**src/rtl/wfb_pkg.sv**
```systemverilog
// Types and constants of the waveform frame builder.
// Used by every module of the block; depends on nothing.
package wfb_pkg;

	// Frame limits and fixed header bytes
	localparam logic [15:0] MAX_SAMPLES  = 16'd1024;
	localparam logic [7:0]  SYNC_FIRST   = 8'hAA;
	localparam logic [7:0]  SYNC_SECOND  = 8'h55;
	localparam logic [7:0]  BYTE_ZERO    = 8'h00;
	localparam int          HEADER_BYTES = 5;

	// Input actions
	localparam logic ACT_BEGIN  = 1'b0;
	localparam logic ACT_SAMPLE = 1'b1;

	// Error codes
	localparam logic [1:0] ERR_OK      = 2'd0;
	localparam logic [1:0] ERR_COUNT   = 2'd1;
	localparam logic [1:0] ERR_OUTSIDE = 2'd2;

	// Job queue between front and back
	localparam int QDEPTH = 4;
	localparam int QPTR_W = (QDEPTH > 1) ? $clog2(QDEPTH) : 1;
	localparam int QCNT_W = $clog2(QDEPTH + 1);

	// Byte index inside one job: header plus checksum is the longest
	localparam int BIDX_W = $clog2(HEADER_BYTES + 1);

	typedef struct packed {
		logic        action;
		logic [15:0] sample_count;
		logic [15:0] sample_value;
	} item_t;

	typedef struct packed {
		logic [7:0] byte_out;
		logic       last_of_frame;
		logic [1:0] error_code;
	} result_t;

	typedef enum logic [1:0] {
		JOB_HEADER,
		JOB_SAMPLE,
		JOB_ERROR
	} job_kind_t;

	// One classified transaction: word is the count or the sample,
	// close appends the checksum byte csum marked last.
	typedef struct packed {
		job_kind_t   kind;
		logic [15:0] word;
		logic        close;
		logic [7:0]  csum;
		logic [1:0]  err;
	} job_t;

endpackage

```
**src/rtl/waveform_frame_builder_core.sv**
```systemverilog
// Waveform frame builder, top level: configuration register, front end,
// job queue and back end. Depends on wfb_pkg, wfb_front, wfb_queue, wfb_back.
//
// Usage:
//   item channel (item_valid/item_stall/item): begin transactions carry a
//   sample count, sample transactions carry one 16-bit sample.
//   result channel (result_valid/result_stall/result): one frame byte per
//   transaction, in transmit order; last_of_frame marks the checksum byte
//   and every error result.
//   cfg channel (cfg_valid/cfg_ready/cfg_data): writes the header command
//   byte; cfg_ready is always high. Write it only while the block is idle.
//   Accepted transactions enter the job queue; their bytes then leave through
//   the single byte output register, which sends one byte per cycle while the
//   result is not stalled: two bytes per sample (three when it closes the
//   frame), five or six per header and one per error. It sets the throughput.
//   A four-entry job queue lets the front end accept while the back end
//   drains; item_stall rises only when the queue is full.
//   Reset clears the frame state, the queue and the command byte.
//   A stalled result holds its byte until taken.
module waveform_frame_builder_core (
	input  logic             clk,
	input  logic             arst_n,
	input  logic             item_valid,
	output logic             item_stall,
	input  wfb_pkg::item_t   item,
	output logic             result_valid,
	input  logic             result_stall,
	output wfb_pkg::result_t result,
	input  logic             cfg_valid,
	output logic             cfg_ready,
	input  logic [7:0]       cfg_data
);

	logic          cmd_q;
	logic [7:0]    command_code_q;
	logic          push;
	wfb_pkg::job_t push_job;
	logic          q_full;
	logic          q_empty;
	logic          pop;
	wfb_pkg::job_t head;

	// Command byte register
	assign cfg_ready = 1'b1;

	always_ff @(posedge clk or negedge arst_n) begin
		if (!arst_n) begin
			command_code_q <= 8'd0;
			cmd_q          <= 1'b0;
		end else if (cfg_valid && cfg_ready) begin
			command_code_q <= cfg_data;
			cmd_q          <= 1'b1;
		end
	end

	wfb_front u_front (
		.clk        (clk),
		.arst_n     (arst_n),
		.item_valid (item_valid),
		.item_stall (item_stall),
		.item       (item),
		.push       (push),
		.push_job   (push_job),
		.q_full     (q_full)
	);

	wfb_queue u_queue (
		.clk      (clk),
		.arst_n   (arst_n),
		.push     (push),
		.push_job (push_job),
		.full     (q_full),
		.pop      (pop),
		.head     (head),
		.empty    (q_empty)
	);

	// Send zero as command byte until the first write, as reset gives
	wfb_back u_back (
		.clk          (clk),
		.arst_n       (arst_n),
		.head         (head),
		.q_empty      (q_empty),
		.pop          (pop),
		.command_code (cmd_q ? command_code_q : 8'd0),
		.result_valid (result_valid),
		.result_stall (result_stall),
		.result       (result)
	);

endmodule

```
**src/rtl/wfb_front.sv**
```systemverilog
// Front end: accepts input transactions, tracks the open frame and
// turns each transaction into one job. Depends on wfb_pkg.
module wfb_front (
	input  logic           clk,
	input  logic           arst_n,
	input  logic           item_valid,
	output logic           item_stall,
	input  wfb_pkg::item_t item,
	output logic           push,
	output wfb_pkg::job_t  push_job,
	input  logic           q_full
);

	logic [15:0] samples_left_q;
	logic [7:0]  running_xor_q;
	logic        in_frame_q;

	logic        accept;
	logic [7:0]  xor_next;
	logic        frame_done;
	logic        count_bad;

	// Stall while the queue has no room
	assign item_stall = q_full;
	assign accept     = item_valid && !q_full;
	assign push       = accept;

	assign xor_next   = running_xor_q ^ item.sample_value[7:0] ^ item.sample_value[15:8];
	assign frame_done = (samples_left_q == 16'd1);
	assign count_bad  = (item.sample_count > wfb_pkg::MAX_SAMPLES);

	// Classify the transaction into a job
	always_comb begin
		push_job.kind  = wfb_pkg::JOB_ERROR;
		push_job.word  = 16'd0;
		push_job.close = 1'b0;
		push_job.csum  = wfb_pkg::BYTE_ZERO;
		push_job.err   = wfb_pkg::ERR_OK;
		if (item.action == wfb_pkg::ACT_BEGIN) begin
			if (count_bad) begin
				push_job.err = wfb_pkg::ERR_COUNT;
			end else begin
				push_job.kind  = wfb_pkg::JOB_HEADER;
				push_job.word  = item.sample_count;
				push_job.close = (item.sample_count == 16'd0);
			end
		end else if (!in_frame_q) begin
			push_job.err = wfb_pkg::ERR_OUTSIDE;
		end else begin
			push_job.kind  = wfb_pkg::JOB_SAMPLE;
			push_job.word  = item.sample_value;
			push_job.close = frame_done;
			push_job.csum  = xor_next;
		end
	end

	// Advance the frame state on every accepted valid begin or in-frame sample
	always_ff @(posedge clk or negedge arst_n) begin
		if (!arst_n) begin
			samples_left_q <= 16'd0;
			running_xor_q  <= 8'd0;
			in_frame_q     <= 1'b0;
		end else if (accept) begin
			if (item.action == wfb_pkg::ACT_BEGIN) begin
				if (!count_bad) begin
					samples_left_q <= item.sample_count;
					running_xor_q  <= 8'd0;
					in_frame_q     <= (item.sample_count != 16'd0);
				end
			end else if (in_frame_q) begin
				samples_left_q <= samples_left_q - 16'd1;
				running_xor_q  <= frame_done ? 8'd0 : xor_next;
				in_frame_q     <= !frame_done;
			end
		end
	end

endmodule

```
**src/rtl/wfb_queue.sv**
```systemverilog
// Short job queue in flip-flops that decouples front and back.
// Depends on wfb_pkg for the job type and depth.
module wfb_queue (
	input  logic          clk,
	input  logic          arst_n,
	input  logic          push,
	input  wfb_pkg::job_t push_job,
	output logic          full,
	input  logic          pop,
	output wfb_pkg::job_t head,
	output logic          empty
);

	wfb_pkg::job_t                   slot_q [wfb_pkg::QDEPTH];
	logic [wfb_pkg::QPTR_W-1:0]      wr_ptr_q;
	logic [wfb_pkg::QPTR_W-1:0]      rd_ptr_q;
	logic [wfb_pkg::QCNT_W-1:0]      count_q;

	localparam logic [wfb_pkg::QPTR_W-1:0] PTR_LAST = wfb_pkg::QPTR_W'(wfb_pkg::QDEPTH - 1);
	localparam logic [wfb_pkg::QPTR_W-1:0] PTR_ONE  = wfb_pkg::QPTR_W'(1);
	localparam logic [wfb_pkg::QCNT_W-1:0] CNT_FULL = wfb_pkg::QCNT_W'(wfb_pkg::QDEPTH);
	localparam logic [wfb_pkg::QCNT_W-1:0] CNT_ONE  = wfb_pkg::QCNT_W'(1);

	logic do_push;
	logic do_pop;

	assign full    = (count_q == CNT_FULL);
	assign empty   = (count_q == '0);
	assign head    = slot_q[rd_ptr_q];
	assign do_push = push && !full;
	assign do_pop  = pop && !empty;

	// Write the new job into its slot
	always_ff @(posedge clk) begin
		if (do_push) begin
			slot_q[wr_ptr_q] <= push_job;
		end
	end

	// Advance pointers and fill count
	always_ff @(posedge clk or negedge arst_n) begin
		if (!arst_n) begin
			wr_ptr_q <= '0;
			rd_ptr_q <= '0;
			count_q  <= '0;
		end else begin
			if (do_push) begin
				wr_ptr_q <= (wr_ptr_q == PTR_LAST) ? '0 : wr_ptr_q + PTR_ONE;
			end
			if (do_pop) begin
				rd_ptr_q <= (rd_ptr_q == PTR_LAST) ? '0 : rd_ptr_q + PTR_ONE;
			end
			if (do_push && !do_pop) begin
				count_q <= count_q + CNT_ONE;
			end else if (do_pop && !do_push) begin
				count_q <= count_q - CNT_ONE;
			end
		end
	end

endmodule

```
**src/rtl/wfb_back.sv**
```systemverilog
// Back end: walks the job at the queue head one byte per cycle, while the
// output is not stalled, into a registered output stage. Depends on wfb_pkg.
module wfb_back (
	input  logic             clk,
	input  logic             arst_n,
	input  wfb_pkg::job_t    head,
	input  logic             q_empty,
	output logic             pop,
	input  logic [7:0]       command_code,
	output logic             result_valid,
	input  logic             result_stall,
	output wfb_pkg::result_t result
);

	logic [wfb_pkg::BIDX_W-1:0] idx_q;
	logic                       result_valid_q;
	wfb_pkg::result_t           result_q;

	logic [wfb_pkg::BIDX_W-1:0] last_idx;
	logic                       load;
	logic                       at_last;
	wfb_pkg::result_t           next_res;

	localparam logic [wfb_pkg::BIDX_W-1:0] IDX_HDR_END = wfb_pkg::BIDX_W'(wfb_pkg::HEADER_BYTES - 1);
	localparam logic [wfb_pkg::BIDX_W-1:0] IDX_0 = wfb_pkg::BIDX_W'(0);
	localparam logic [wfb_pkg::BIDX_W-1:0] IDX_1 = wfb_pkg::BIDX_W'(1);
	localparam logic [wfb_pkg::BIDX_W-1:0] IDX_2 = wfb_pkg::BIDX_W'(2);
	localparam logic [wfb_pkg::BIDX_W-1:0] IDX_3 = wfb_pkg::BIDX_W'(3);
	localparam logic [wfb_pkg::BIDX_W-1:0] IDX_4 = wfb_pkg::BIDX_W'(4);

	// Index of the final byte of the head job
	always_comb begin
		unique case (head.kind)
			wfb_pkg::JOB_HEADER: last_idx = IDX_HDR_END + wfb_pkg::BIDX_W'(head.close);
			wfb_pkg::JOB_SAMPLE: last_idx = IDX_1 + wfb_pkg::BIDX_W'(head.close);
			default:             last_idx = IDX_0;
		endcase
	end

	assign load    = !q_empty && (!result_valid_q || !result_stall);
	assign at_last = (idx_q == last_idx);
	assign pop     = load && at_last;

	// Pick the byte for the current index
	always_comb begin
		next_res.byte_out      = wfb_pkg::BYTE_ZERO;
		next_res.last_of_frame = at_last && head.close;
		next_res.error_code    = wfb_pkg::ERR_OK;
		unique case (head.kind)
			wfb_pkg::JOB_HEADER: begin
				unique case (idx_q)
					IDX_0:   next_res.byte_out = wfb_pkg::SYNC_FIRST;
					IDX_1:   next_res.byte_out = wfb_pkg::SYNC_SECOND;
					IDX_2:   next_res.byte_out = command_code;
					IDX_3:   next_res.byte_out = head.word[7:0];
					IDX_4:   next_res.byte_out = head.word[15:8];
					default: next_res.byte_out = head.csum;
				endcase
			end
			wfb_pkg::JOB_SAMPLE: begin
				unique case (idx_q)
					IDX_0:   next_res.byte_out = head.word[7:0];
					IDX_1:   next_res.byte_out = head.word[15:8];
					default: next_res.byte_out = head.csum;
				endcase
			end
			default: begin
				next_res.last_of_frame = 1'b1;
				next_res.error_code    = head.err;
			end
		endcase
	end

	// Hold the output while stalled, advance the byte index on load
	always_ff @(posedge clk or negedge arst_n) begin
		if (!arst_n) begin
			idx_q          <= '0;
			result_valid_q <= 1'b0;
		end else begin
			if (load) begin
				idx_q <= at_last ? '0 : idx_q + IDX_1;
			end
			if (load) begin
				result_valid_q <= 1'b1;
			end else if (!result_stall) begin
				result_valid_q <= 1'b0;
			end
		end
	end

	// Output payload register
	always_ff @(posedge clk) begin
		if (load) begin
			result_q <= next_res;
		end
	end

	assign result_valid = result_valid_q;
	assign result       = result_q;

endmodule

```
**config.mk**
```make
export PLATFORM = sky130hd
export DESIGN_NAME = waveform_frame_builder_core
export DESIGN_NICKNAME = d
export VERILOG_FILES = /design/src/rtl/wfb_pkg.sv /design/src/rtl/waveform_frame_builder_core.sv /design/src/rtl/wfb_front.sv /design/src/rtl/wfb_queue.sv /design/src/rtl/wfb_back.sv
export SDC_FILE = /design/constraint.sdc
export NUM_CORES = 1
export LEC_CHECK = 0
export BUFFER_PORTS_ARGS = -buffer_cell sky130_fd_sc_hd__buf_4
export CELL_PAD_IN_SITES_DETAIL_PLACEMENT = 0
export CELL_PAD_IN_SITES_GLOBAL_PLACEMENT = 1
export CORE_ASPECT_RATIO = 1.2
export CORE_MARGIN = 1.5
export CORE_UTILIZATION = 50
export DETAILED_ROUTE_END_ITERATION = 10
export PLACE_DENSITY_LB_ADDON = 0.15
export SYNTH_ARGS = -nofsm -noshare
export SYNTH_HDL_FRONTEND = slang
export SYNTH_SLANG_ARGS = --single-unit
```
**constraint.sdc**
```tcl
create_clock -name clk -period 3.57 [get_ports clk]
set_input_delay 0.714 -clock clk [delete_from_list [all_inputs] [get_ports clk]]
set_output_delay 0.714 -clock clk [all_outputs]
set_load 0.02 [all_outputs]
```
* Word-level counts from Yosys, hierarchy flattened
Memories as Yosys holds them, arrays and structs flattened. Cells that the tools add are included.
Operators by class: $lt $le $gt $ge 1, mux-type cells 31, bitwise gates (word level) 2, equal/unequal tests 13, reduce and logical (&&, ||, !) cells 25, add/subtract/negate cells 8
Operators by type and width (number):
- 2-to-1 mux 16 bit | 3
- 2-to-1 mux 8 bit | 6
- case mux 8 bit (5 select lines) | 1
- 2-to-1 mux 19 bit | 2
- case mux 8 bit (2 select lines) | 2
- 2-to-1 mux 27 bit | 1
- == test 16 x 1 -> 1 bit, second input constant | 1
- greater-than comparator 16 x 11 -> 1 bit, second input constant | 1
- logical NOT 16 bit | 1
- nonzero test 16 bit | 1
- subtractor 16 x 1 -> 16 bit, second input constant | 1
- XOR 8 bit | 2
- 2-to-1 mux 3 bit | 3
- logical AND 1 bit | 8
- 2-to-1 mux 1 bit | 8
- 2-to-1 mux 2 bit | 4
- logical NOT 1 bit | 7
- adder 3 x 1 -> 3 bit, second input constant | 2
- == test 3 x 2 -> 1 bit, second input constant | 2
- == test 3 bit, second input constant | 2
- logical NOT 3 bit | 2
- case mux 3 bit (2 select lines) | 1
- adder 2 x 1 -> 2 bit, second input constant | 2
- == test 2 bit, second input constant | 2
- 14 further kinds | 15
Storage, ports and cells: memories kept 1, logic and storage cells 94, memory bits (writable) 116, flip-flop bits (word level) 56, output and inout port bits 14, input bits 46
Memory list:
- u_queue.slot_q | words 4, bits a word 29, rd ports 1, clocked after memory_dff 0, write ports 1, RTL line wfb_queue.sv:14 | wfb_pkg::job_t slot_q [wfb_pkg::QDEPTH];

* Logic depth before layout (Yosys ltp)
Gate-level depths: netlist of run 1. An unclocked memory read counts as a cell.
depth in word-level cells 9, mapped depth 13, depth with buffers taken out 12

* Cells and area by module
A second synthesis of run 1 with hierarchy kept.
Unflattened totals: cell total of the unflattened synthesis 574, area, all modules 8196.6 µm²
By module, submodules not included:
- wfb_queue | area each 4618.2 µm², times used 1, seq. area each 3658.5 µm², cells each 188
- wfb_front | area each 1948.1 µm², times used 1, seq. area each 625.6 µm², cells each 229
- wfb_back | area each 1206.2 µm², times used 1, seq. area each 430.4 µm², cells each 128
- waveform_frame_builder_core | area each 424.2 µm², times used 1, seq. area each 225.2 µm², cells each 29

* Worst setup path after synthesis of run 1
No wires, ideal clock.
path kind register -> register, start register u_queue.rd_ptr_q[0] (netlist name), end register u_queue.count_q[1] (netlist name), cell stages (with the launch flop) 11, path buffers 1, arrival time 2.712 ns, data required time 3.445 ns, period minus slack after synthesis 2.836 ns, slack 0.734 ns, setup time 0.125 ns, cell sequence dfrtp_1 buf_4 mux4_2 o32a_1 o21ai_2 and2_1 inv_1 ha_1 inv_1 fa_1 mux2_2
Between the ends: cells in the longest elaborated chain, start to end 9, elaborated cells between the ends (all ways) 14, those cells by class 2 x add/sub; 2 x eq/ne; 2 x mux; 7 x reduce/logical; 1 x memory
RTL lines:
- start: declaration | RTL line wfb_queue.sv:16 | logic [wfb_pkg::QPTR_W-1:0] rd_ptr_q;
- start signal: assignment | RTL line wfb_queue.sv:51 | rd_ptr_q <= (rd_ptr_q == PTR_LAST) ? '0 : rd_ptr_q + PTR_ONE;
- memory read (4 x 29 bit) (*)
- adder 3 x 1 -> 3 bit, or another cell as far along | RTL line wfb_back.sv:34 | wfb_pkg::JOB_HEADER: last_idx = IDX_HDR_END + wfb_pkg::BIDX_W'(head.close);
- case mux 3 bit (2 select lines) (*) | RTL line wfb_back.sv:33 | unique case (head.kind)
- == test 3 bit (*) | RTL line wfb_back.sv:41 | assign at_last = (idx_q == last_idx);
- logical AND 1 bit (*) | RTL line wfb_back.sv:42 | assign pop = load && at_last;
- logical AND 1 bit (*) | RTL line wfb_queue.sv:31 | assign do_pop = pop && !empty;
- logical NOT 1 bit | RTL line wfb_queue.sv:53 | if (do_push && !do_pop) begin
- logical AND 1 bit | RTL line wfb_queue.sv:53
- 2-to-1 mux 3 bit / nonzero test 2 bit (equally long branches)
- end signal: assignment | RTL line wfb_queue.sv:54 | count_q <= count_q + CNT_ONE;
- end signal: assignment | RTL line wfb_queue.sv:56 | count_q <= count_q - CNT_ONE;
- end: declaration | RTL line wfb_queue.sv:17 | logic [wfb_pkg::QCNT_W-1:0] count_q;
Every way passes the cells marked *; elsewhere a longest branch is shown, timed or not. A chain may end at the register's enable or synchronous reset.

* Worst setup path in the final report of run 1
Ends and elaborated chain as after synthesis.

==> results.md, run 1 <==
- TritonCTS created 17 clock buffers.
- For this run, global-route usage on met2 was measured as 0.3785.
- The routability-driven placement congestion ratio is 0.9219.
- Traced cell by cell, the critical path runs through mux4_2 -> nand2b_1 -> o32a_1 -> o21ai_2 -> and2_1 -> inv_1 -> ha_1 -> inv_1 -> fa_1 -> mux2_2.
- The final number of hold-violating endpoints was 0.
- The repair_antennas step left the layout with diodes totalling 0.
- The kind of start point of the critical path is a flop.
- Setup slack on the worst reg-to-reg path comes out at 0.33 ns.
- The most crowded layer after global routing is met2.
- Once detail routing completed, the nets flagged for antenna violations numbered 0.
- Setup repair after global routing left no endpoint under its margin.
- The number of buffers and inverters on the critical path is 2.
- After clock tree synthesis, the setup repair step added 0 buffers.
- The worst register-to-register path begins at u_queue.rd_ptr_q[0].
- Of all cell types, the one taking the most synthesized area is sky130_fd_sc_hd__edfxtp_1.
- The period utilization is 0.9074.
- The min-delay analysis places its worst path in the category input port to async pin.
- The total negative setup slack is 0 ns.
- The share of the Yosys chip area taken by registers is 0.6200.
- The worst setup path is captured at a flop.
- After legalization and detailed placement, the total HPWL measured 12.61 mm.
- The all-layer global routing usage is 0.2278.
- The upper clock frequency limit is 0.3087 GHz.
- The via density per instance is 5.929.
- The die is 118.2 um wide.
- Input and output buffers added on the ports amount to 58.
- The starting density of the core is 0.5115.
- The maximum fanout count along the critical path is 13.
- The most used flip-flop cell after synthesis is sky130_fd_sc_hd__edfxtp_1.
- The vertical die dimension is 141.3 um.
- The count of hold buffers inserted by post-cts repair is 0.
- The clock tree root buffer cell is sky130_fd_sc_hd__clkbuf_16.
- In the layout the commonest cells are 127 x sky130_fd_sc_hd__edfxtp_1, 75 x sky130_fd_sc_hd__buf_4, 55 x sky130_fd_sc_hd__nand2_1.
- The endpoint of the worst-slack reg-to-reg timing path is u_queue.count_q[1].
- Dividing the detail-routed wire length by the instance count gives 20.66 um.
- Summed over all layers, the routed wires come to 17.70 mm.
- After detailed routing, the number of remaining DRC violations is 0.
- The worst clock skew on the final layout is 0.008334 ns.
- The critical path class is flop to flop.
- The number of setup violations in the final report is 0.
- The number of synthesis warnings is 0.
- The mapped cell area is 7968 um^2.
- The number of vias in the routed layout is 5081.
- The number of nets in the layout is 696.
- The measured slew at the worst slew-check pin is 0.9184 ns.
- The boundary pin count is 60.
- The floorplan step defined a die boundary enclosing 16700 um^2.
- The run finished with clean final reports.
- Among the stages of the critical path, the cell type that occurs most often is sky130_fd_sc_hd__inv_1.
- The cell count after synthesis came out at 570.
- The largest net degree at the start of global routing is 46.
- The clock insertion delay at the later pin of the skew report is 0.43 ns.
- The final-report max-slew violation count is 0.
- The slowest stage of the critical path belongs to the cell sky130_fd_sc_hd__mux4_2.
- The number of antenna violations at the first check in global routing is 0.
- After clock tree synthesis, the repair step resized 0 gates.
- The floorplan has 50 rows.
- The post-CTS clock slew at the launch and capture registers of the worst setup and hold paths is 0.06 ns.
- In the synthesized netlist the async set-or-reset flop fraction comes to 0.2616.
- The largest vdd supply drop is 0.3624 mV.
- The commonest non-fill, non-tap cell in the layout is sky130_fd_sc_hd__edfxtp_1.
- The cell type group with the largest total delay on the critical path is multiplexers.
- The via count of the first global-routing pass came to 5149.
- The worst path needs 3.239 ns of the cycle, external delays included.
- The count of cells along the worst register-to-register path is 10.
- The area added between synthesis and finish is 16.19%.
- The tree built by TritonCTS fans out to 172 sinks.
- The count of flip-flops with a built-in enable after synthesis is 127.
- For the worst setup path, the data arrival time is 3.55 ns.
- The pre-antenna-repair detailed-routing pass consisted of 5 iterations.
- Counting along the longest clock path gives a buffer depth of 2.
- The tool flagged a number of max-cap violations equal to 0.
- Of the cells placed in the final design, the portion with a size suffix greater than 1 is 0.2635.
- TritonCTS built the clock tree.
- The relative max-transition margin is 0.3821.
- Final hold analysis gives a worst-case slack of 0.2827 ns.
- At the end of the flow the core is filled with cells to 0.5943.
- On the worst path, the slowest cell contributes a delay of 0.65 ns.
- The design draws 7.643 mW.
- The starting DRC count in detailed routing is 515.
- Counting flops and latches in the post-synthesis netlist gives 172.
- The leakage power total is 3.390 nW.
- The top-area cell type share of the netlist area is 0.4786.
- The met3 usage in global routing is 0.05225.
- The number of levels the H-tree was split into is 4.
- For the worst setup path, the data required time is 3.88 ns.
- For this run, global-route usage on met1 was measured as 0.2931.
- The total grt overflow is 0.
- The wire length of the first global-routing pass is 28.63 mm.
- In this run, distinct cell masters in the synthesized netlist total 60.
- The areal power density over the cells is 825.6 nW/um^2.
- The mean instance size in the synthesized netlist is 13.98 um^2.
- The floorplan step defined a core boundary enclosing 15580 um^2.
- Fill cells in the final layout number 1195.
- In the post-synthesis netlist, the biggest area contributors are sky130_fd_sc_hd__edfxtp_1 48%, sky130_fd_sc_hd__dfrtp_1 14%, sky130_fd_sc_hd__mux4_2 8.2%.
- The post-synth net total is 630.
kinds of logic (layout without fill, tap and decap cells):
logic type                 count (synthesis)  count (layout)  synth area share
adders and majority gates                 14              14           0.02293
buffers and inverters                     45             124           0.02669
and+or+nand+nor                          159             159            0.1032
other                                      1               1         0.0004707
xor gates and xnor gates                  13              13           0.01429
muxes                                     44              44            0.1029
DFF                                      172             172            0.6200
AOI/OAI and AO/OA                        122             122            0.1096
per-stage QoR:
stage          std cells  cell area [um^2]  worst slack (ns)
6_report             857              9258            0.3307
5_1_grt              857              9258            0.1529
4_1_cts              857              9258            0.3125
3_5_place_dp         825              8643            0.3198
3_3_place_gp         825              8643            0.4217
2_1_floorplan        570              7968            0.7336
Yosys cell counts, types with 3 or more instances:
cell type                  number
sky130_fd_sc_hd__a211oi_1       3
sky130_fd_sc_hd__a21o_1         4
sky130_fd_sc_hd__a21oi_1       21
sky130_fd_sc_hd__a221o_1        3
sky130_fd_sc_hd__a221oi_1       5
sky130_fd_sc_hd__a22o_1        15
sky130_fd_sc_hd__a22oi_1       10
sky130_fd_sc_hd__a31oi_1        4
sky130_fd_sc_hd__a32oi_1        4
sky130_fd_sc_hd__and2_1         7
sky130_fd_sc_hd__and3_1         7
sky130_fd_sc_hd__buf_2          5
sky130_fd_sc_hd__clkbuf_1      17
sky130_fd_sc_hd__clkbuf_8       3
sky130_fd_sc_hd__dfrtp_1       45
sky130_fd_sc_hd__edfxtp_1     127
sky130_fd_sc_hd__ha_1          13
sky130_fd_sc_hd__inv_1         17
sky130_fd_sc_hd__mux2_2        12
sky130_fd_sc_hd__mux4_2        29
sky130_fd_sc_hd__nand2_1       55
sky130_fd_sc_hd__nand3_1       13
sky130_fd_sc_hd__nor2_1        18
sky130_fd_sc_hd__nor2b_1        5
sky130_fd_sc_hd__nor3_1        11
sky130_fd_sc_hd__nor3b_1        3
sky130_fd_sc_hd__nor4_1         6
sky130_fd_sc_hd__o211ai_1      13
sky130_fd_sc_hd__o21ai_0       24
sky130_fd_sc_hd__o31ai_1        4
sky130_fd_sc_hd__or2_2          9
sky130_fd_sc_hd__or3_1         12
sky130_fd_sc_hd__xnor2_1       10
sky130_fd_sc_hd__xor2_1         3
registers in the layout, summed over array words and instances (netlist names):
| signal | count |
|---|---|
| cmd_q | 1 |
| command_code_q | 8 |
| u_back.idx_q | 3 |
| u_back.result | 11 |
| u_back.result_valid | 1 |
| u_front.in_frame_q | 1 |
| u_front.running_xor_q | 8 |
| u_front.samples_left_q | 16 |
| u_queue.count_q | 3 |
| u_queue.rd_ptr_q | 2 |
| u_queue.slot_q | 116 |
| u_queue.wr_ptr_q | 2 |
power by group:
group	switching (mW)	internal, mW
Combinational	1.50	1.14
Sequential	0.327	2.80
Clock	0.763	1.11
layout make-up:
| class | instances | area, um^2 | share of cell area |
|---|---|---|---|
| clock buffer | 21 | 480.5 | 0.05190 |
| multi-input combinational | 353 | 2815 | 0.3041 |
| clock inverter | 11 | 133.9 | 0.01446 |
| inverter | 17 | 63.81 | 0.006893 |
| tap | 208 | 260.3 | 0.02811 |
| sequential | 172 | 4941 | 0.5337 |
| timing repair buffer | 75 | 563.0 | 0.06082 |
worst max path at each step:
stage | start | to | slack [ns] | cells past startpoint
detailed placement | u_queue.rd_ptr_q[0] | u_queue.count_q[1] | 0.32 | 10
floorplan | u_queue.rd_ptr_q[0] | u_queue.count_q[1] | 0.73 | 10
CTS | u_queue.rd_ptr_q[0] | u_queue.count_q[1] | 0.31 | 10
global placement | u_queue.rd_ptr_q[0] | u_queue.count_q[1] | 0.42 | 10
global route | u_queue.rd_ptr_q[0] | u_queue.count_q[1] | 0.15 | 10
finish | u_queue.rd_ptr_q[0] | u_queue.count_q[1] | 0.33 | 10
metal layers:
layer / vias up / part of all wire
li1: 2352 / -
met1: 2559 / 0.43
met2: 144 / 0.51
met3: 26 / 0.043
met4: 0 / 0.022
met5: - / 0
Power figures use the tool's default switching activity.
==> run 2: changes to the inputs <==
Settings changed: CORE_ASPECT_RATIO 1.2 to 0.8.
==> run 2 against run 1 <==
Net effect: sequential cell count unchanged; clock power shrank 3%; clock skew is 0.0037 ns higher; largest cell class unchanged; critical path type unchanged; die area barely moved; sequential power about the same.
==> results.md, run 2 (same netlist as run 1, synthesis figures left out) <==
- The post-CTS clock slew at the launch and capture registers of the worst setup and hold paths is 0.07 ns.
- The critical path class is flop to flop.
- The first global-routing pass estimated 28.91 mm of wire.
- The worst-case IR drop observed on VDD is 0.4261 mV.
- The final number of hold-violating endpoints was 0.
- The final-report max-slew violation count is 0.
- The critical path capture point is u_queue.count_q[1].
- The count of hold buffers inserted by post-cts repair is 0.
- The die is 144.1 um wide.
- The first-pass iteration count of the detailed router is 6.
- The layout has 1280 filler cells.
- The detailed router put a total of 8.473 mm of wire on met1.
- In the finished design, the share of the clock period the worst path needs comes to 0.8557.
- The register with the most flip-flops in the layout has 116 of them.
- The die covers 16710 um^2.
- The number of levels the H-tree was split into is 4.
- Across all register-to-register paths, the minimum setup slack is 0.52 ns.
- The met2 wirelength from detailed routing is 8.724 mm.
- From synthesis to final layout, the design area changed by 15.72%.
- The worst setup path is captured at a flop.
- The slowest stage cell on the critical path is sky130_fd_sc_hd__mux4_2.
- The largest net degree at the start of global routing is 46.
- Measured against its own limit, the worst slew margin works out to 0.2769.
- The post-route total power is 7.655 mW.
- The analysis attributes to cell leakage a power of 3.365 nW.
- After detailed routing, the total wire length is 18.39 mm.
- The highest metal layer used by the detailed router is met4.
- The areal power density over the cells is 830.2 nW/um^2.
- At the pin with the least slew margin, the transition time is 1.084 ns.
- The upper clock frequency limit is 0.3273 GHz.
- After floorplanning, the core was divided into 41 placement rows.
- The worst hold path class is input port to async pin.
- The number of setup buffers added after CTS is 0.
- In the final layout, the share of cells above drive strength 1 is 0.2628.
- The commonest non-fill, non-tap cell in the layout is sky130_fd_sc_hd__edfxtp_1.
- Setup repair after global routing left no endpoint under its margin.
- The top cell types in the final layout, fill and taps aside, are 127 x sky130_fd_sc_hd__edfxtp_1, 73 x sky130_fd_sc_hd__buf_4, 55 x sky130_fd_sc_hd__nand2_1.
- The cell repeated most along the worst path is sky130_fd_sc_hd__inv_1.
- Detailed routing placed a total of 944 um of wire on met3.
- The multi-input combinational cells in the finished layout cover a total of 2815 um^2.
- The detailed router finished its first iteration with 402 violations.
- The largest stage delay on the critical path is 0.68 ns.
- The count of max-cap constraint violations is 0.
- The average detailed-routed wire length per instance is 21.33 um.
- The sum of net half-perimeters after detailed placement is 12.46 mm.
- The kind of start point of the critical path is a flop.
- For this configuration, the core starts out at a cell density of 0.5076.
- The via count of the first global-routing pass came to 5106.
- In this run the remaining antenna-violating nets after routing total 0.
- The data required time at the worst endpoint is 3.89 ns.
- Buffers inserted during clock tree synthesis total 17.
- Counting along the longest clock path gives a buffer depth of 2.
- The area occupied by registers is 4941 um^2.
- The critical path goes through mux4_2 -> or2_2 -> o21ai_2 -> and2_1 -> inv_1 -> ha_1 -> inv_1 -> fa_1 -> mux2_2.
- From bottom edge to top edge, the die measures 115.9 um.
- The tree is rooted in a sky130_fd_sc_hd__clkbuf_16.
- For the worst flop-to-flop path, the logic depth is 9.
- The boundary pin count is 60.
- The worst endpoint data arrival time is 3.38 ns.
- Ranked by flip-flop count, first place goes to u_queue.slot_q.
- Of all nets on the critical path, the largest fanout is 14.
- The CTS sink count is 172.
- The worst path needs 3.055 ns of the cycle, external delays included.
- Setup violations remaining at the end of the flow were counted as 0.
- After detailed routing, the number of vias per cell comes to 5.925.
- The antenna diode instance count is 0.
- The worst register-to-register path ends at u_queue.count_q[1].
- The total negative setup slack is 0 ns.
- The core region area is 15700 um^2.
- The number of nets in the layout is 694.
- The all-layer global routing usage is 0.2392.
- The number of input and output port buffers inserted is 58.
- The number of antenna violations at the first check in global routing is 0.
- At the end of routability-driven placement, the weighted congestion stood at 0.8384.
- The clock insertion delay at the later pin of the skew report is 0.43 ns.
- For this run, design rule violations remaining after detail routing come to 0.
- After clock tree synthesis, the repair step resized 0 gates.
- The clock tree from TritonCTS is yes.
- The worst clock skew on the final layout is 0.01200 ns.
- The worst register-to-register path begins at u_queue.rd_ptr_q[0].
- The final route contains 5107 vias.
- The run finished with clean final reports.
- The critical path starts at u_queue.rd_ptr_q[0].
- For this run the aggregate overflow at the end of global routing stands at 0.
[run 2: layer usage]
metal	GRT usage	vias up
li1	-	2346
met1	0.3391	2584
met2	0.3761	156
met3	0.05455	21
met4	0.06599	0
met5	0	-
[run 2: power breakdown]
part           switching (mW)  internal, mW
Clock                   0.816          1.02
Sequential              0.306          2.80
Combinational            1.57          1.14
Total                    2.70          4.96
[run 2: critical path: cells and delay by family (launching register included)]
kind / cells / cell delay (ns)
compound gates: 1 / 0.21
fa+ha+maj: 2 / 0.62
buf+inv: 2 / 0.14
flops: 1 / 0.47
mux: 2 / 0.94
simple gates: 2 / 0.57
[run 2: area by class of cell]
type,instances,area share
flip-flops and latches,172,0.5359
multi-input cells,353,0.3053
repair buffers,73,0.05944
clock buffers,19,0.04912
well taps,215,0.02918
clock inverters,13,0.01411
inverters,17,0.006921
[run 2: worst min path at each step]
stage	startpoint	endpoint	slack (ns)	cells past startpoint
2_1_floorplan	arst_n	cmd_q	0.42	0
3_3_place_gp	u_back.result_valid	u_back.result_valid	0.48	2
3_5_place_dp	u_queue.count_q[2]	u_queue.count_q[2]	0.48	1
4_1_cts	arst_n	command_code_q[2]	0.33	1
5_1_grt	arst_n	command_code_q[2]	0.33	1
6_report	arst_n	command_code_q[2]	0.29	1
[run 2: stage by stage]
step	cells	worst slack (ns)	hold slack (ns)	utilization	area (um^2)
after floorplan	570	0.7336	0.4184	-	7968
after global placement	830	0.5763	0.4756	0.5502	8637
after detailed placement	830	0.5096	0.4812	0.5502	8637
after CTS	862	0.5088	0.3316	0.5874	9220
after global routing	862	0.3572	0.3321	0.5874	9220
final	862	0.5150	0.2940	0.5874	9220
==> run 3: changes to the inputs <==
Settings changed: CORE_MARGIN 1.5 to 4.
==> run 3 against run 2 <==
Net effect: maximum frequency is 1.6% higher; cell area is 0.18% lower; combinational power hardly changed; die area is 7.9% higher; routed wire length is 2.6% lower; hold slack better by 0.040 ns; cell count is 0.58% lower; critical path depth stayed put; clock-buffer cell count stayed put; critical endpoint unchanged; largest cell class unchanged; largest power group unchanged.
==> results.md, run 3 (same netlist as run 1, synthesis figures left out) <==
- The run finished with clean final reports.
- The final-report max-slew violation count is 0.
- The first global-routing pass estimated 28.65 mm of wire.
- The cell count after placement is 825.
- The CTS sink count is 172.
- The upper clock frequency limit is 0.3326 GHz.
- The worst clock skew on the final layout is 0.01186 ns.
- Adding up every negative setup slack in the final design gives 0 ns.
- After clock tree synthesis, the repair step resized 0 gates.
- In the layout the commonest cells are 127 x sky130_fd_sc_hd__edfxtp_1, 73 x sky130_fd_sc_hd__buf_4, 55 x sky130_fd_sc_hd__nand2_1.
- The number of antenna violations at the first check in global routing is 0.
- Using the TritonRoute via totals, the vias-per-cell ratio works out to 5.921.
- The measured slew at the worst slew-check pin is 0.9914 ns.
- Before antenna repair, the detailed router went through 5 iterations.
- The post-route minimum period is 3.007 ns.
- The detailed router finished its first iteration with 367 violations.
- The number of hold buffers added after CTS was 0.
- The cell sitting at the root of the clock tree is a sky130_fd_sc_hd__clkbuf_16.
- The clock insertion delay at the later pin of the skew report is 0.43 ns.
- The number of nets in the layout is 694.
- After floorplanning, the core was divided into 40 placement rows.
- The core region area is 15310 um^2.
- The congestion estimate from routability-driven global placement came to 0.8678.
- The number of buffers created by CTS is 17.
- The deepest clock path buffer count is 2.
- The area added between synthesis and finish is 15.52%.
- In this run the static leakage power is 3.352 nW.
- The repair_antennas step left the layout with diodes totalling 0.
- The count of nets left with antenna violations once routing finished came out at 0.
- Across the VDD grid, the largest voltage drop is 0.5365 mV.
- Entering global routing, the biggest net connects 46 pins.
- For this configuration, the core starts out at a cell density of 0.5203.
- The die is 149.1 um wide.
- The final number of hold-violating endpoints came to 0.
- The flip-flop count of the largest register, all copies and words added is 116.
- The all-layer global routing usage is 0.2124.
- More flip-flops sit in one register than any other, and that register is u_queue.slot_q.
- Clock-pin slew was measured on the worst setup and hold paths at 0.07 ns.
- For the worst setup path, the data arrival time is 3.32 ns.
- The start point of the critical path is u_queue.rd_ptr_q[0].
- Dividing the detail-routed wire length by the instance count gives 20.89 um.
- In this run the power density over the cells is 827.6 nW/um^2.
- The clock tree synthesis step divided the H-tree into 4 levels.
- The total grt overflow is 0.
- In the global route stage, met1 resource usage came out at 0.3097.
- For met3 alone, demand over resource in global routing was 0.04705.
- The via count of the first global-routing pass is 5093.
- The number of input and output port buffers inserted is 58.
- The number of setup violations in the final report is 0.
- The relative max-transition margin is 0.3384.
- Along the worst path, the maximum fanout reaches 14.
- Setup repair after global routing left no endpoint under its margin.
- The count of placed standard cells in the final layout, fillers left out is 857.
- The most crowded layer after global routing is met2.
- Once detailed placement completed, the half-perimeter wirelength came to 12.49 mm.
- The worst hold path class is input port to async pin.
- STA classifies the critical path endpoint as a flop.
- For the worst setup path, the data required time is 3.88 ns.
- The kind of start point of the critical path is a flop.
- The startpoint of the worst-slack reg-to-reg timing path is u_queue.rd_ptr_q[0].
- TritonCTS built the clock tree.
- The die is 120.9 um tall.
- The hold slack is 0.3342 ns.
- The boundary pin count is 60.
- Once the clock tree was built, the setup fixing pass inserted 0 buffers.
- The routed layout has 5074 vias.
- In the final layout, the share of cells above drive strength 1 is 0.2566.
- For this run, global-route usage on met2 was measured as 0.3210.
- Across the run, the number of max-cap violations was 0.
- The library cell used most frequently in the layout, excluding fill and tap cells, is sky130_fd_sc_hd__edfxtp_1.
- In the routed design, unresolved DRC markers number 0.
- The critical path is of the flop to flop type.
- The area enclosed by the die boundary is 18030 um^2.
- The number of fillers in the final layout is 1225.
- For this block, the routed nets add up to 17.90 mm of wire.
- The period utilization is 0.8422.
run 3: final timing paths:
kind / to / slack, ns / depth (start not counted)
worst max-delay path: u_queue.count_q[1] / 0.56 / 9
worst min-delay path: command_code_q[7] / 0.33 / 1
worst max register to register: u_queue.count_q[1] / 0.56 / 9
worst min register to register: cmd_q / 0.50 / 1
max in group asynchronous: u_queue.rd_ptr_q[0] / 2.76 / 1
min in group clk: cmd_q / 0.50 / 1
run 3: layout make-up:
| type | instances | area [um^2] | area share |
|---|---|---|---|
| inverter | 17 | 63.81 | 0.006933 |
| sequential | 172 | 4941 | 0.5368 |
| clock inverter | 13 | 140.1 | 0.01523 |
| timing repair buffer | 73 | 548.0 | 0.05954 |
| multi-input combinational | 353 | 2815 | 0.3059 |
| tap | 210 | 262.8 | 0.02855 |
| clock buffer | 19 | 432.9 | 0.04704 |
run 3: per-stage QoR:
stage / total power, mW / setup WS (ns) / utilization / instance area (um^2)
2_1_floorplan: 4.988 / 0.7336 / - / 7968
3_3_place_gp: 5.803 / 0.5776 / 0.5636 / 8631
3_5_place_dp: 5.862 / 0.5544 / 0.5636 / 8631
4_1_cts: 7.673 / 0.5430 / 0.6010 / 9204
5_1_grt: 8.088 / 0.3955 / 0.6010 / 9204
6_report: 7.617 / 0.5634 / 0.6010 / 9204
run 3: critical path, stage by stage (launching register included):
cell	delay, ns
sky130_fd_sc_hd__dfrtp_2	0.44
sky130_fd_sc_hd__mux4_2	0.68
sky130_fd_sc_hd__or2_2	0.33
sky130_fd_sc_hd__o21ai_2	0.21
sky130_fd_sc_hd__and2_1	0.23
sky130_fd_sc_hd__inv_1	0.06
sky130_fd_sc_hd__ha_1	0.22
sky130_fd_sc_hd__inv_1	0.07
sky130_fd_sc_hd__fa_1	0.40
sky130_fd_sc_hd__mux2_2	0.27
run 3: per-layer routing:
metal,share of wire,vias to the layer above
met5,0,-
met4,0.019,0
met3,0.051,27
met2,0.47,159
met1,0.46,2538
li1,-,2350
run 3: report_power, final:
part	switching (mW)	leakage (nW)	internal, mW
logic	1.57	1.38	1.15
clock network	0.762	0.267	1.03
registers	0.299	1.71	2.80
total	2.64	3.35	4.98
